**src/sv/uditmr_pkg.sv**
```systemverilog
// Package for the up/down interval timer.
// Holds the mode and key codes, the hh:mm:ss and transfer types, and the wrap helpers.
// No dependencies.
package uditmr_pkg;

   localparam logic [6:0] HOUR_LAST = 7'd99;
   localparam logic [5:0] MS_LAST   = 6'd59;
   localparam logic [6:0] START_HR  = 7'd23;

   localparam logic [1:0] BLINK_NONE = 2'd0;
   localparam logic [1:0] BLINK_HR   = 2'd1;
   localparam logic [1:0] BLINK_MIN  = 2'd2;
   localparam logic [1:0] BLINK_SEC  = 2'd3;

   localparam int RSP_W = 32;

   typedef enum logic [3:0] {
      MODE_CLOCK   = 4'd0,
      MODE_SELECT  = 4'd1,
      MODE_EDIT_H  = 4'd2,
      MODE_EDIT_M  = 4'd3,
      MODE_EDIT_S  = 4'd4,
      MODE_STOPPED = 4'd5,
      MODE_PAUSED  = 4'd6,
      MODE_DOWN    = 4'd7,
      MODE_UP      = 4'd8
   } mode_type;

   typedef enum logic [1:0] {
      KEY_ENTER = 2'd0,
      KEY_PLUS  = 2'd1,
      KEY_MINUS = 2'd2,
      KEY_START = 2'd3
   } key_type;

   typedef struct packed {
      logic [6:0] h;
      logic [5:0] m;
      logic [5:0] s;
   } hms_type;

   typedef struct packed {
      logic    cmd;
      key_type key;
   } item_type;

   // first field in the highest bits
   typedef struct packed {
      logic [1:0] pad;
      logic       beep;
      logic       buzz;
      logic       colon_on;
      logic       second_blank;
      logic       minute_blank;
      logic       hour_blank;
      logic [5:0] seconds;
      logic [5:0] minutes;
      logic [6:0] hours;
      logic       direction;
      mode_type   mode;
   } rsp_type;

   function automatic logic [6:0] hr_inc(input logic [6:0] v);
      return (v >= HOUR_LAST) ? 7'd0 : v + 7'd1;
   endfunction

   function automatic logic [6:0] hr_dec(input logic [6:0] v);
      return (v == 7'd0) ? HOUR_LAST : v - 7'd1;
   endfunction

   function automatic logic [5:0] ms_inc(input logic [5:0] v);
      return (v >= MS_LAST) ? 6'd0 : v + 6'd1;
   endfunction

   function automatic logic [5:0] ms_dec(input logic [5:0] v);
      return (v == 6'd0) ? MS_LAST : v - 6'd1;
   endfunction

endpackage

```
**src/sv/uditmr_state.sv**
```systemverilog
// Timer state registers and the per-item update (keys and one-second ticks).
// Produces the display word of the updated state.
// Depends on uditmr_pkg.
module uditmr_state (
   input  logic                clock,
   input  logic                reset,
   input  logic                step_en,
   input  uditmr_pkg::item_type item,
   input  logic                beep_enable,
   output uditmr_pkg::rsp_type disp
);
   import uditmr_pkg::*;

   mode_type   mode_ff,      mode_in;
   logic       down_ff,      down_in;
   hms_type    count_ff,     count_in;
   hms_type    target_ff,    target_in;
   hms_type    reload_ff,    reload_in;
   logic       buzz_seen_ff, buzz_seen_in;
   logic       buzz_on_ff,   buzz_on_in;
   logic [1:0] blink_ff,     blink_in;

   logic       at_target;
   logic       edit;
   logic [5:0] sec_up;
   logic [5:0] min_up;

   assign at_target = (count_ff == target_ff);
   assign sec_up    = ms_inc(count_ff.s);
   assign min_up    = ms_inc(count_ff.m);

   // next state
   always_comb begin
      mode_in      = mode_ff;
      down_in      = down_ff;
      count_in     = count_ff;
      target_in    = target_ff;
      reload_in    = reload_ff;
      buzz_seen_in = buzz_seen_ff;
      buzz_on_in   = buzz_on_ff;
      blink_in     = blink_ff;
      if (step_en && item.cmd) begin
         unique case (mode_ff)
            MODE_SELECT: begin
               unique case (item.key)
                  KEY_ENTER: mode_in = MODE_CLOCK;
                  KEY_PLUS: begin
                     down_in = 1'b0;
                     mode_in = MODE_EDIT_H;
                  end
                  KEY_MINUS: begin
                     down_in = 1'b1;
                     mode_in = MODE_EDIT_H;
                  end
                  KEY_START: begin
                     down_in   = 1'b0;
                     target_in = '{h: START_HR, m: MS_LAST, s: MS_LAST};
                     count_in  = '0;
                     mode_in   = MODE_UP;
                  end
                  default: ;
               endcase
            end
            MODE_EDIT_H, MODE_EDIT_M, MODE_EDIT_S: begin
               unique case (item.key)
                  KEY_PLUS: begin
                     if (mode_ff == MODE_EDIT_H) count_in.h = hr_inc(count_ff.h);
                     else if (mode_ff == MODE_EDIT_M) count_in.m = ms_inc(count_ff.m);
                     else count_in.s = ms_inc(count_ff.s);
                  end
                  KEY_MINUS: begin
                     if (mode_ff == MODE_EDIT_H) count_in.h = hr_dec(count_ff.h);
                     else if (mode_ff == MODE_EDIT_M) count_in.m = ms_dec(count_ff.m);
                     else count_in.s = ms_dec(count_ff.s);
                  end
                  KEY_ENTER: begin
                     if (mode_ff == MODE_EDIT_H) begin
                        mode_in = MODE_EDIT_M;
                     end else if (mode_ff == MODE_EDIT_M) begin
                        mode_in = MODE_EDIT_S;
                     end else begin
                        // enter on seconds starts like start_stop
                        if (!down_ff) begin
                           target_in = count_ff;
                           count_in  = '0;
                        end else begin
                           target_in = '0;
                           reload_in = count_ff;
                        end
                        mode_in = MODE_PAUSED;
                     end
                  end
                  KEY_START: begin
                     if (!down_ff) begin
                        target_in = count_ff;
                        count_in  = '0;
                     end else begin
                        target_in = '0;
                        reload_in = count_ff;
                     end
                     mode_in = MODE_PAUSED;
                  end
                  default: ;
               endcase
            end
            MODE_STOPPED, MODE_PAUSED: begin
               if (item.key == KEY_ENTER) begin
                  mode_in = MODE_CLOCK;
               end else if ((mode_ff == MODE_STOPPED && item.key == KEY_START) ||
                            (mode_ff == MODE_PAUSED && item.key != KEY_START)) begin
                  // restart values
                  if (!down_ff) begin
                     count_in = '0;
                  end else begin
                     target_in = '0;
                     count_in  = reload_ff;
                  end
                  if (item.key != KEY_MINUS) mode_in = down_ff ? MODE_DOWN : MODE_UP;
               end else if (mode_ff == MODE_PAUSED) begin
                  mode_in = down_ff ? MODE_DOWN : MODE_UP;
               end
            end
            MODE_DOWN, MODE_UP: begin
               if (item.key == KEY_START) mode_in = MODE_PAUSED;
            end
            default: ;
         endcase
      end else if (step_en) begin
         unique case (mode_ff)
            MODE_EDIT_H: blink_in = (blink_ff == BLINK_HR)  ? BLINK_NONE : BLINK_HR;
            MODE_EDIT_M: blink_in = (blink_ff == BLINK_MIN) ? BLINK_NONE : BLINK_MIN;
            MODE_EDIT_S: blink_in = (blink_ff == BLINK_SEC) ? BLINK_NONE : BLINK_SEC;
            MODE_DOWN, MODE_UP: begin
               if (at_target) begin
                  if (!buzz_seen_ff) begin
                     buzz_on_in   = 1'b1;
                     buzz_seen_in = 1'b1;
                  end else begin
                     buzz_on_in = 1'b0;
                     mode_in    = MODE_STOPPED;
                  end
               end else begin
                  buzz_seen_in = 1'b0;
                  if (mode_ff == MODE_DOWN) begin
                     if (count_ff.s == 6'd0) begin
                        count_in.s = MS_LAST;
                        if (count_ff.m == 6'd0) begin
                           count_in.m = MS_LAST;
                           count_in.h = hr_dec(count_ff.h);
                        end else begin
                           count_in.m = count_ff.m - 6'd1;
                        end
                     end else begin
                        count_in.s = count_ff.s - 6'd1;
                     end
                  end else begin
                     count_in.s = sec_up;
                     if (sec_up == 6'd0) begin
                        count_in.m = min_up;
                        if (min_up == 6'd0) count_in.h = hr_inc(count_ff.h);
                     end
                  end
               end
            end
            default: ;
         endcase
      end
   end

   always_ff @(posedge clock) begin
      if (reset) begin
         mode_ff      <= MODE_SELECT;
         down_ff      <= 1'b0;
         count_ff     <= '0;
         target_ff    <= '0;
         reload_ff    <= '0;
         buzz_seen_ff <= 1'b0;
         buzz_on_ff   <= 1'b0;
         blink_ff     <= BLINK_NONE;
      end else begin
         mode_ff      <= mode_in;
         down_ff      <= down_in;
         count_ff     <= count_in;
         target_ff    <= target_in;
         reload_ff    <= reload_in;
         buzz_seen_ff <= buzz_seen_in;
         buzz_on_ff   <= buzz_on_in;
         blink_ff     <= blink_in;
      end
   end

   // display of the updated state
   always_comb begin
      edit              = (mode_in == MODE_EDIT_H) || (mode_in == MODE_EDIT_M) ||
                          (mode_in == MODE_EDIT_S);
      disp.pad          = 2'b00;
      disp.mode         = mode_in;
      disp.direction    = down_in;
      disp.hours        = count_in.h;
      disp.minutes      = count_in.m;
      disp.seconds      = count_in.s;
      disp.hour_blank   = edit && (blink_in == BLINK_HR);
      disp.minute_blank = edit && (blink_in == BLINK_MIN);
      disp.second_blank = edit && (blink_in == BLINK_SEC);
      disp.colon_on     = edit || !count_in.s[0];
      disp.buzz         = buzz_on_in;
      disp.beep         = !edit && buzz_on_in && beep_enable;
   end

endmodule

```
**src/sv/up_down_interval_timer.sv**
```systemverilog
// Up/down hh:mm:ss interval timer driven by one-second ticks and key presses. One
// transfer in gives one transfer out with the display state after that item. The
// block takes an item every cycle while rsp_tready stays high: the state update for
// one item is combinational, between an input register and the result register.
// The result register frees as soon as its transfer completes, so a held result
// still lets the input register fill. Write csr_data only while no items are in
// flight.
// Depends on uditmr_pkg and uditmr_state.
module up_down_interval_timer (
   input  logic        clock,
   input  logic        reset,
   input  logic        csr_valid,
   output logic        csr_ready,
   input  logic        csr_data,     // beep_enable
   input  logic        req_tvalid,
   output logic        req_tready,
   input  logic [7:0]  req_tdata,    // [1:0] key, [7:2] zero
   input  logic        req_tuser,    // cmd
   output logic        rsp_tvalid,
   input  logic        rsp_tready,
   output logic [31:0] rsp_tdata     // mode, direction, hours, minutes, seconds,
                                     // hour_blank, minute_blank, second_blank,
                                     // colon_on, buzz, beep, zero pad
);
   import uditmr_pkg::*;

   logic     beep_en_ff;
   logic     in_valid_ff;
   item_type in_item_ff;
   logic     rsp_valid_ff;
   rsp_type  rsp_data_ff;
   rsp_type  disp;
   logic     advance;

   assign csr_ready  = 1'b1;
   assign advance    = in_valid_ff && (!rsp_valid_ff || rsp_tready);
   assign req_tready = !in_valid_ff || advance;
   assign rsp_tvalid = rsp_valid_ff;
   assign rsp_tdata  = RSP_W'(rsp_data_ff);

   always_ff @(posedge clock) begin
      if (reset) begin
         beep_en_ff   <= 1'b0;
         in_valid_ff  <= 1'b0;
         rsp_valid_ff <= 1'b0;
      end else begin
         if (csr_valid && csr_ready) beep_en_ff <= csr_data;
         if (req_tready) in_valid_ff <= req_tvalid;
         if (advance) rsp_valid_ff <= 1'b1;
         else if (rsp_tready) rsp_valid_ff <= 1'b0;
      end
   end

   always_ff @(posedge clock) begin
      if (req_tvalid && req_tready) begin
         in_item_ff.cmd <= req_tuser;
         in_item_ff.key <= key_type'(req_tdata[1:0]);
      end
      if (advance) rsp_data_ff <= disp;
   end

   uditmr_state u_state (
      .clock       (clock),
      .reset       (reset),
      .step_en     (advance),
      .item        (in_item_ff),
      .beep_enable (beep_en_ff),
      .disp        (disp)
   );

   a_adv_gives_rsp: assert property (@(posedge clock) disable iff (reset)
      advance |=> rsp_valid_ff)
      else $error("processed item did not reach the result register");

   a_mode_range: assert property (@(posedge clock) disable iff (reset)
      rsp_valid_ff |-> (rsp_data_ff.mode <= MODE_UP))
      else $error("result mode out of range");

   a_one_blank: assert property (@(posedge clock) disable iff (reset)
      rsp_valid_ff |-> $onehot0({rsp_data_ff.hour_blank, rsp_data_ff.minute_blank,
                                 rsp_data_ff.second_blank}))
      else $error("more than one field blanked");

   a_beep_buzz: assert property (@(posedge clock) disable iff (reset)
      (rsp_valid_ff && rsp_data_ff.beep) |-> rsp_data_ff.buzz)
      else $error("beep without buzz");

endmodule

```
**config.mk**
```make
export PLATFORM = sky130hd
export DESIGN_NAME = up_down_interval_timer
export DESIGN_NICKNAME = d
export VERILOG_FILES = /design/src/sv/uditmr_pkg.sv /design/src/sv/uditmr_state.sv /design/src/sv/up_down_interval_timer.sv
export SDC_FILE = /design/constraint.sdc
export NUM_CORES = 1
export LEC_CHECK = 0
export BUFFER_PORTS_ARGS = -buffer_cell sky130_fd_sc_hd__buf_2
export CAP_MARGIN = 10
export CORE_ASPECT_RATIO = 0.6
export CORE_MARGIN = 3
export CORE_UTILIZATION = 45
export CTS_BUF_LIST = sky130_fd_sc_hd__clkbuf_8
export DETAILED_ROUTE_END_ITERATION = 10
export GPL_TIMING_DRIVEN = 0
export PLACE_DENSITY = 0.74
export SYNTH_ARGS = -nofsm -noshare
export SYNTH_HDL_FRONTEND = slang
export SYNTH_SLANG_ARGS = --single-unit
```
**constraint.sdc**
```tcl
create_clock -name clock -period 7.7 [get_ports clock]
set_input_delay 1.155 -clock clock [delete_from_list [all_inputs] [get_ports clock]]
set_output_delay 1.155 -clock clock [all_outputs]
set_load 0.01 [all_outputs]
```
# ---- Word level (Yosys, flattened, before mapping)
# Index checks and enable logic that the tools add are counted.
# W data, S select, Z words.
dict set report totals {
  ff_bits 102
  elab_cells 187
  ram_bits 0
  romBits 0
  latch_bits 0
  mem_count 0
}
dict set report op_classes {
  addsub 6
  div 0
  n_lt_le_gt_ge 3
  bitwise_logic 1
  n_shift 0
  muxes 78
  multipliers 0
  n_eq_ne 32
  reduce_logical 37
}
# operator n
set ops {}
lappend ops {{$mux W19} 22}
lappend ops {{$pmux W19 S3} 2}
lappend ops {{$pmux W19 S2} 2}
lappend ops {{$pmux W19 S4} 1}
lappend ops {{$mux W4} 12}
lappend ops {{$mux W6} 8}
lappend ops {{$mux W7} 6}
lappend ops {{$mux W13} 2}
lappend ops {{$logic_not A6 Y1} 4}
lappend ops {{$mux W12} 2}
lappend ops {{$eq A4 B3 Y1 const B} 5}
lappend ops {{$eq A19 B19 Y1} 1}
lappend ops {{$eq A4 B2 Y1 const B} 4}
lappend ops {{$pmux W4 S4} 1}
lappend ops {{$add A6 B1 Y6 const B} 2}
lappend ops {{$eq A2 B2 Y1 const B} 6}
lappend ops {{$ge A6 B6 Y1 const B} 2}
lappend ops {{$pmux W4 S3} 1}
lappend ops {{$sub A6 B1 Y6 const B} 2}
lappend ops {{$mux W1} 11}
lappend ops {{$logic_and A1 B1 Y1} 10}
lappend ops {{$mux W2} 5}
lappend ops {{$ne A2 B2 Y1 const B} 5}
lappend ops {{$reduce_and A9 Y1} 1}
lappend ops {{other kinds (23)} 40}

# ---- Depth between registers and ports, before layout
dict set report logic_depth {
  word_depth 13
  mapped_depth 13
  ltp_nobuf 11
}

# ---- By module
# Synthesis repeated with hierarchy kept, for this count alone.
dict set report hier_totals {
  hier_cells 877
  hier_area_um2 7206.9
}
# mod seq_area_each_um2 n_inst area_per_inst_um2 cells_each
set by_module_without_submodules {}
lappend by_module_without_submodules {uditmr_state 1321.3 1 6007.0 827}
lappend by_module_without_submodules {up_down_interval_timer 1111.1 1 1199.9 50}

# ---- Least setup slack after synthesis
# Ideal clock, no wire load.
dict set report synth_timing {
  path_type {input to register}
  start {input port rsp_tready}
  end {register rsp_data_ff, in the netlist rsp_tdata[29], data pin}
  required_ns 7.445
  setup_time_ns 0.255
  cell_stages 8
  t_arrival_ns 2.830
  path_buffers 0
  path_slack_ns 4.615
  cell_sequence {nand2b_1 -> nand2_1 -> or3_4 -> or4_4 -> o2bb2ai_2 -> nor4_2 -> nor2_1 -> and3_1}
}
# element line_no
set synth_lines {}
lappend synth_lines {{start, declared} up_down_interval_timer.sv:20} ;# input logic rsp_tready,
lappend synth_lines {{end signal, assigned} up_down_interval_timer.sv:59} ;# if (advance) rsp_data_ff <= disp;
lappend synth_lines {{end, declared} up_down_interval_timer.sv:31} ;# rsp_type rsp_data_ff;

# ---- Worst setup path in the final report
dict set report layout_timing {
  start {register u_state.mode_ff[2]}
  end {register u_state.target_ff[4] (netlist name)}
}
dict set report layout_via {
  elab_chain_len 5
}
# element line_no
set layout_rtl {}
lappend layout_rtl {{start, declared} uditmr_state.sv:14} ;# mode_type mode_ff, mode_in;
lappend layout_rtl {{start signal, assigned} uditmr_state.sv:181} ;# mode_ff <= mode_in;
lappend layout_rtl {{parallel branches: the longest is 5 deep, another holds $reduce_and A9 Y1} n/a}
lappend layout_rtl {{end signal, assigned} uditmr_state.sv:184} ;# target_ff <= target_in;
lappend layout_rtl {{end, declared} uditmr_state.sv:17} ;# hms_type target_ff, target_in;
# Parallel ways; which one is timed is not known.
# A chain may end at the register's enable or synchronous reset.

==> metrics.yaml <==
floorplanning:
  die_area_um2: 17300
  die_h_um: 103
  dieWidth_um: 168
  start_util: 0.474
  coreArea_um2: 14900
  row_count: 34
  io_pins: 50
synthesis:
  synth-edff-count: 33
  ys_ff_latch: 102
  synth_cell_types: 89
  post-synth-top-count-cell: "nor2_1"
  ys.flop_type: "dfxtp_1"
  syn_area_um2: 7070
  yosysSeqAreaShare: 0.336
  synth_area_leaders: "dfxtp_1 (20%), edfxtp_1 (14%), nor2_1 (5.6%), a21oi_1 (5.5%), o21ai_0 (3.8%)"
  synth_common_cells: "nor2_1 (105), a21oi_1 (77), clkbuf_1 (70)"
  yosysTopAreaCellShare: 0.195
  postSynth.asyncResetShare: 0
  netlist_instances: 905
  ys_warn_count: 0
  synth_largest_area_cell: "dfxtp_1"
  syn_avg_cell_area_um2: 7.81
global_routing:
  first_global_vias: 6775
  grt_pass1_wl_um: 39200
  grt_overflow: 0
  antenna_found_initial: 0
  grt_max_degree: 21
  track_usage: 0.293
timing:
  timing.fmax_ghz: 0.247
  post-route-period-util: 0.526
  rsz0062_at_grt: "false"
  skew_ps: 20.3
  tightest_slew_ps: 1260
  setup_tns_ps: 0
  hold_viol_final: 0
  slew_viol_final: 0
  min_period_ps: 4050
  finalSetupViolations: 0
  relSlewSlack: 0.153
setup_path:
  crit_path_end_kind: "flip-flop"
  cpPeakStageDelay_ps: 960
  worst-setup-path-type: "reg -> reg"
  cp.required_ps: 7950
  path_delay_family: "simple AND/OR/NAND/NOR gates"
  path_buf_inv: 2
  cp_max_fo: 10
  slowest_stage: "nor4_2"
  crit_arrival_ps: 4290
  path_cells: "and2b_1, and2_0, buf_1, nor2_2, o32ai_1, nor4_2, o21ai_1, clkbuf_1, a21oi_1, nor3_1"
  start_kind: "flip-flop"
route:
  viasPerCell: 6.61
  top_layer_used: "met4"
  drc: 0
  routed-wl-met2_um: 9500
  drt_iter0_markers: 1486
  wl_met1_um: 11100
  num_vias: 7681
  wire_per_inst_um: 22.2
  drtPass1Iterations: 7
  antenna_left: 0
  routed_wl_um: 25800
  met3_length_um: 4490
placement:
  portBuffers: 39
  dpl.hpwl_um: 19100
  place_area_um2: 7550
  place.gp.congestion: 1.06
min_path:
  worstHoldPathType: "reg -> reg"
power_and_ir_drop:
  pwr-share-clk: 0.292
  ir_drop_v: 0.0000841
  switching_share: 0.335
  internal_power_w: 0.000820
  seqPwrFrac: 0.475
  p_leak_nw: 2.88
  comb_power_share: 0.233
  power_density_nw_per_um2: 159
  power.switching_w: 0.000412
cells_and_area:
  drive_gt1_frac: 0.0965
  stdcell_area_um2: 7750
  regArea_um2: 2370
  n_antenna_cell: 0
  fin_nets: 985
  area_delta_synth_final_pct: 9.68
  num-fill-cells: 1464
  final_util: 0.519
  multi_input_area_um2: 4250
clock_tree:
  cts.sinks: 102
  cts_tree: "built"
  htreeDepth: 3
  cts_setup_buffers: 0
  clock_latency_ps: 400
  ctsResizeCount: 0
  numCtsBuffers: 9
  cts_root_buffer: "clkbuf_8"
  clk_path_buf_depth: 2
  clk_pin_slew_worst_paths_ps: 110
  cts_hold_buf: 0
outcome:
  status: "finished clean"
job:
  max_cap_viol_count: 0
## tightest hold or removal path: stages, from the launching register on
cell      delay [ps]
dfxtp_1          330
nand2b_1          70
a21oi_1           50
## cells by family after synthesis
group / Yosys count / synth area share
other: 2 / 0.00106
muxes: 25 / 0.0357
DFF: 102 / 0.336
buffers and inverters: 113 / 0.0646
xor gates and xnor gates: 30 / 0.0372
and+or+nand+nor: 345 / 0.248
AOI/OAI and AO/OA: 277 / 0.258
adders and majority gates: 11 / 0.0195
## final timing paths
kind	slack, ps	start	depth (start not counted)	end
max reg2reg	3650	u_state.mode_ff[2]	10	u_state.target_ff[4]
min	490	u_state.target_ff[2]	2	u_state.target_ff[2]
min reg2reg	490	u_state.target_ff[2]	2	u_state.target_ff[2]
max	3650	u_state.mode_ff[2]	10	u_state.target_ff[4]
## metal layers
layer,vias up,track usage
met4,0,0.0754
met5,-,0
li1,3406,-
met1,3546,0.426
met3,74,0.130
met2,655,0.388
## cell usage in the layout, fill, tap and decap left out, drive strengths merged, types with 21 or more instances in the layout
cell,count
o21ai,63
xor2,22
mux2i,23
nor2b,21
buf,62
inv,25
a21oi,78
nor2,106
clkbuf,80
dfxtp,69
nor3,41
edfxtp,33
nand3,25
nand2,65
## registers in the layout, summed over array words and instances, names as in the netlist
register and flops:
rsp_tdata 30, u_state.count_ff 19, u_state.reload_ff 19, u_state.target_ff 19
u_state.mode_ff 4, in_item_ff 3, u_state.blink_ff 2, beep_en_ff 1
in_valid_ff 1, rsp_tvalid 1, u_state.buzz_on_ff 1, u_state.buzz_seen_ff 1
u_state.down_ff 1
## per-stage QoR
step / std cells / total power (W) / hold WS, ps / setup slack, ps
6_report: 1162 / 0.00123 / 492 / 3650
2_1_floorplan: 906 / 0.000778 / 452 / 4610
3_3_place_gp: 1143 / 0.000864 / 469 / 3480
5_1_grt: 1162 / 0.00127 / 519 / 3650
3_5_place_dp: 1145 / 0.000868 / 475 / 3870
4_1_cts: 1161 / 0.00122 / 490 / 3910
## power by group through the flow
| stage | Clock [W] | Combinational, W | Sequential, W |
|---|---|---|---|
| after floorplan | 0 | 0.000178 | 0.000600 |
| after global placement | 0 | 0.000266 | 0.000598 |
| after detailed placement | 0 | 0.000270 | 0.000598 |
| after CTS | 0.000365 | 0.000272 | 0.000586 |
| after global routing | 0.000380 | 0.000305 | 0.000588 |
| final | 0.000360 | 0.000287 | 0.000586 |
## final cells by class
cell class | instances | area share
Multi-Input combinational cell | 691 | 0.548
Sequential cell | 102 | 0.306
Buffer | 90 | 0.0478
Tap cell | 198 | 0.0319
Timing Repair Buffer | 42 | 0.0300
Clock buffer | 10 | 0.0177
Inverter | 23 | 0.0111
Clock inverter | 6 | 0.00791
No activity file was read; power rests on OpenSTA's default activity.
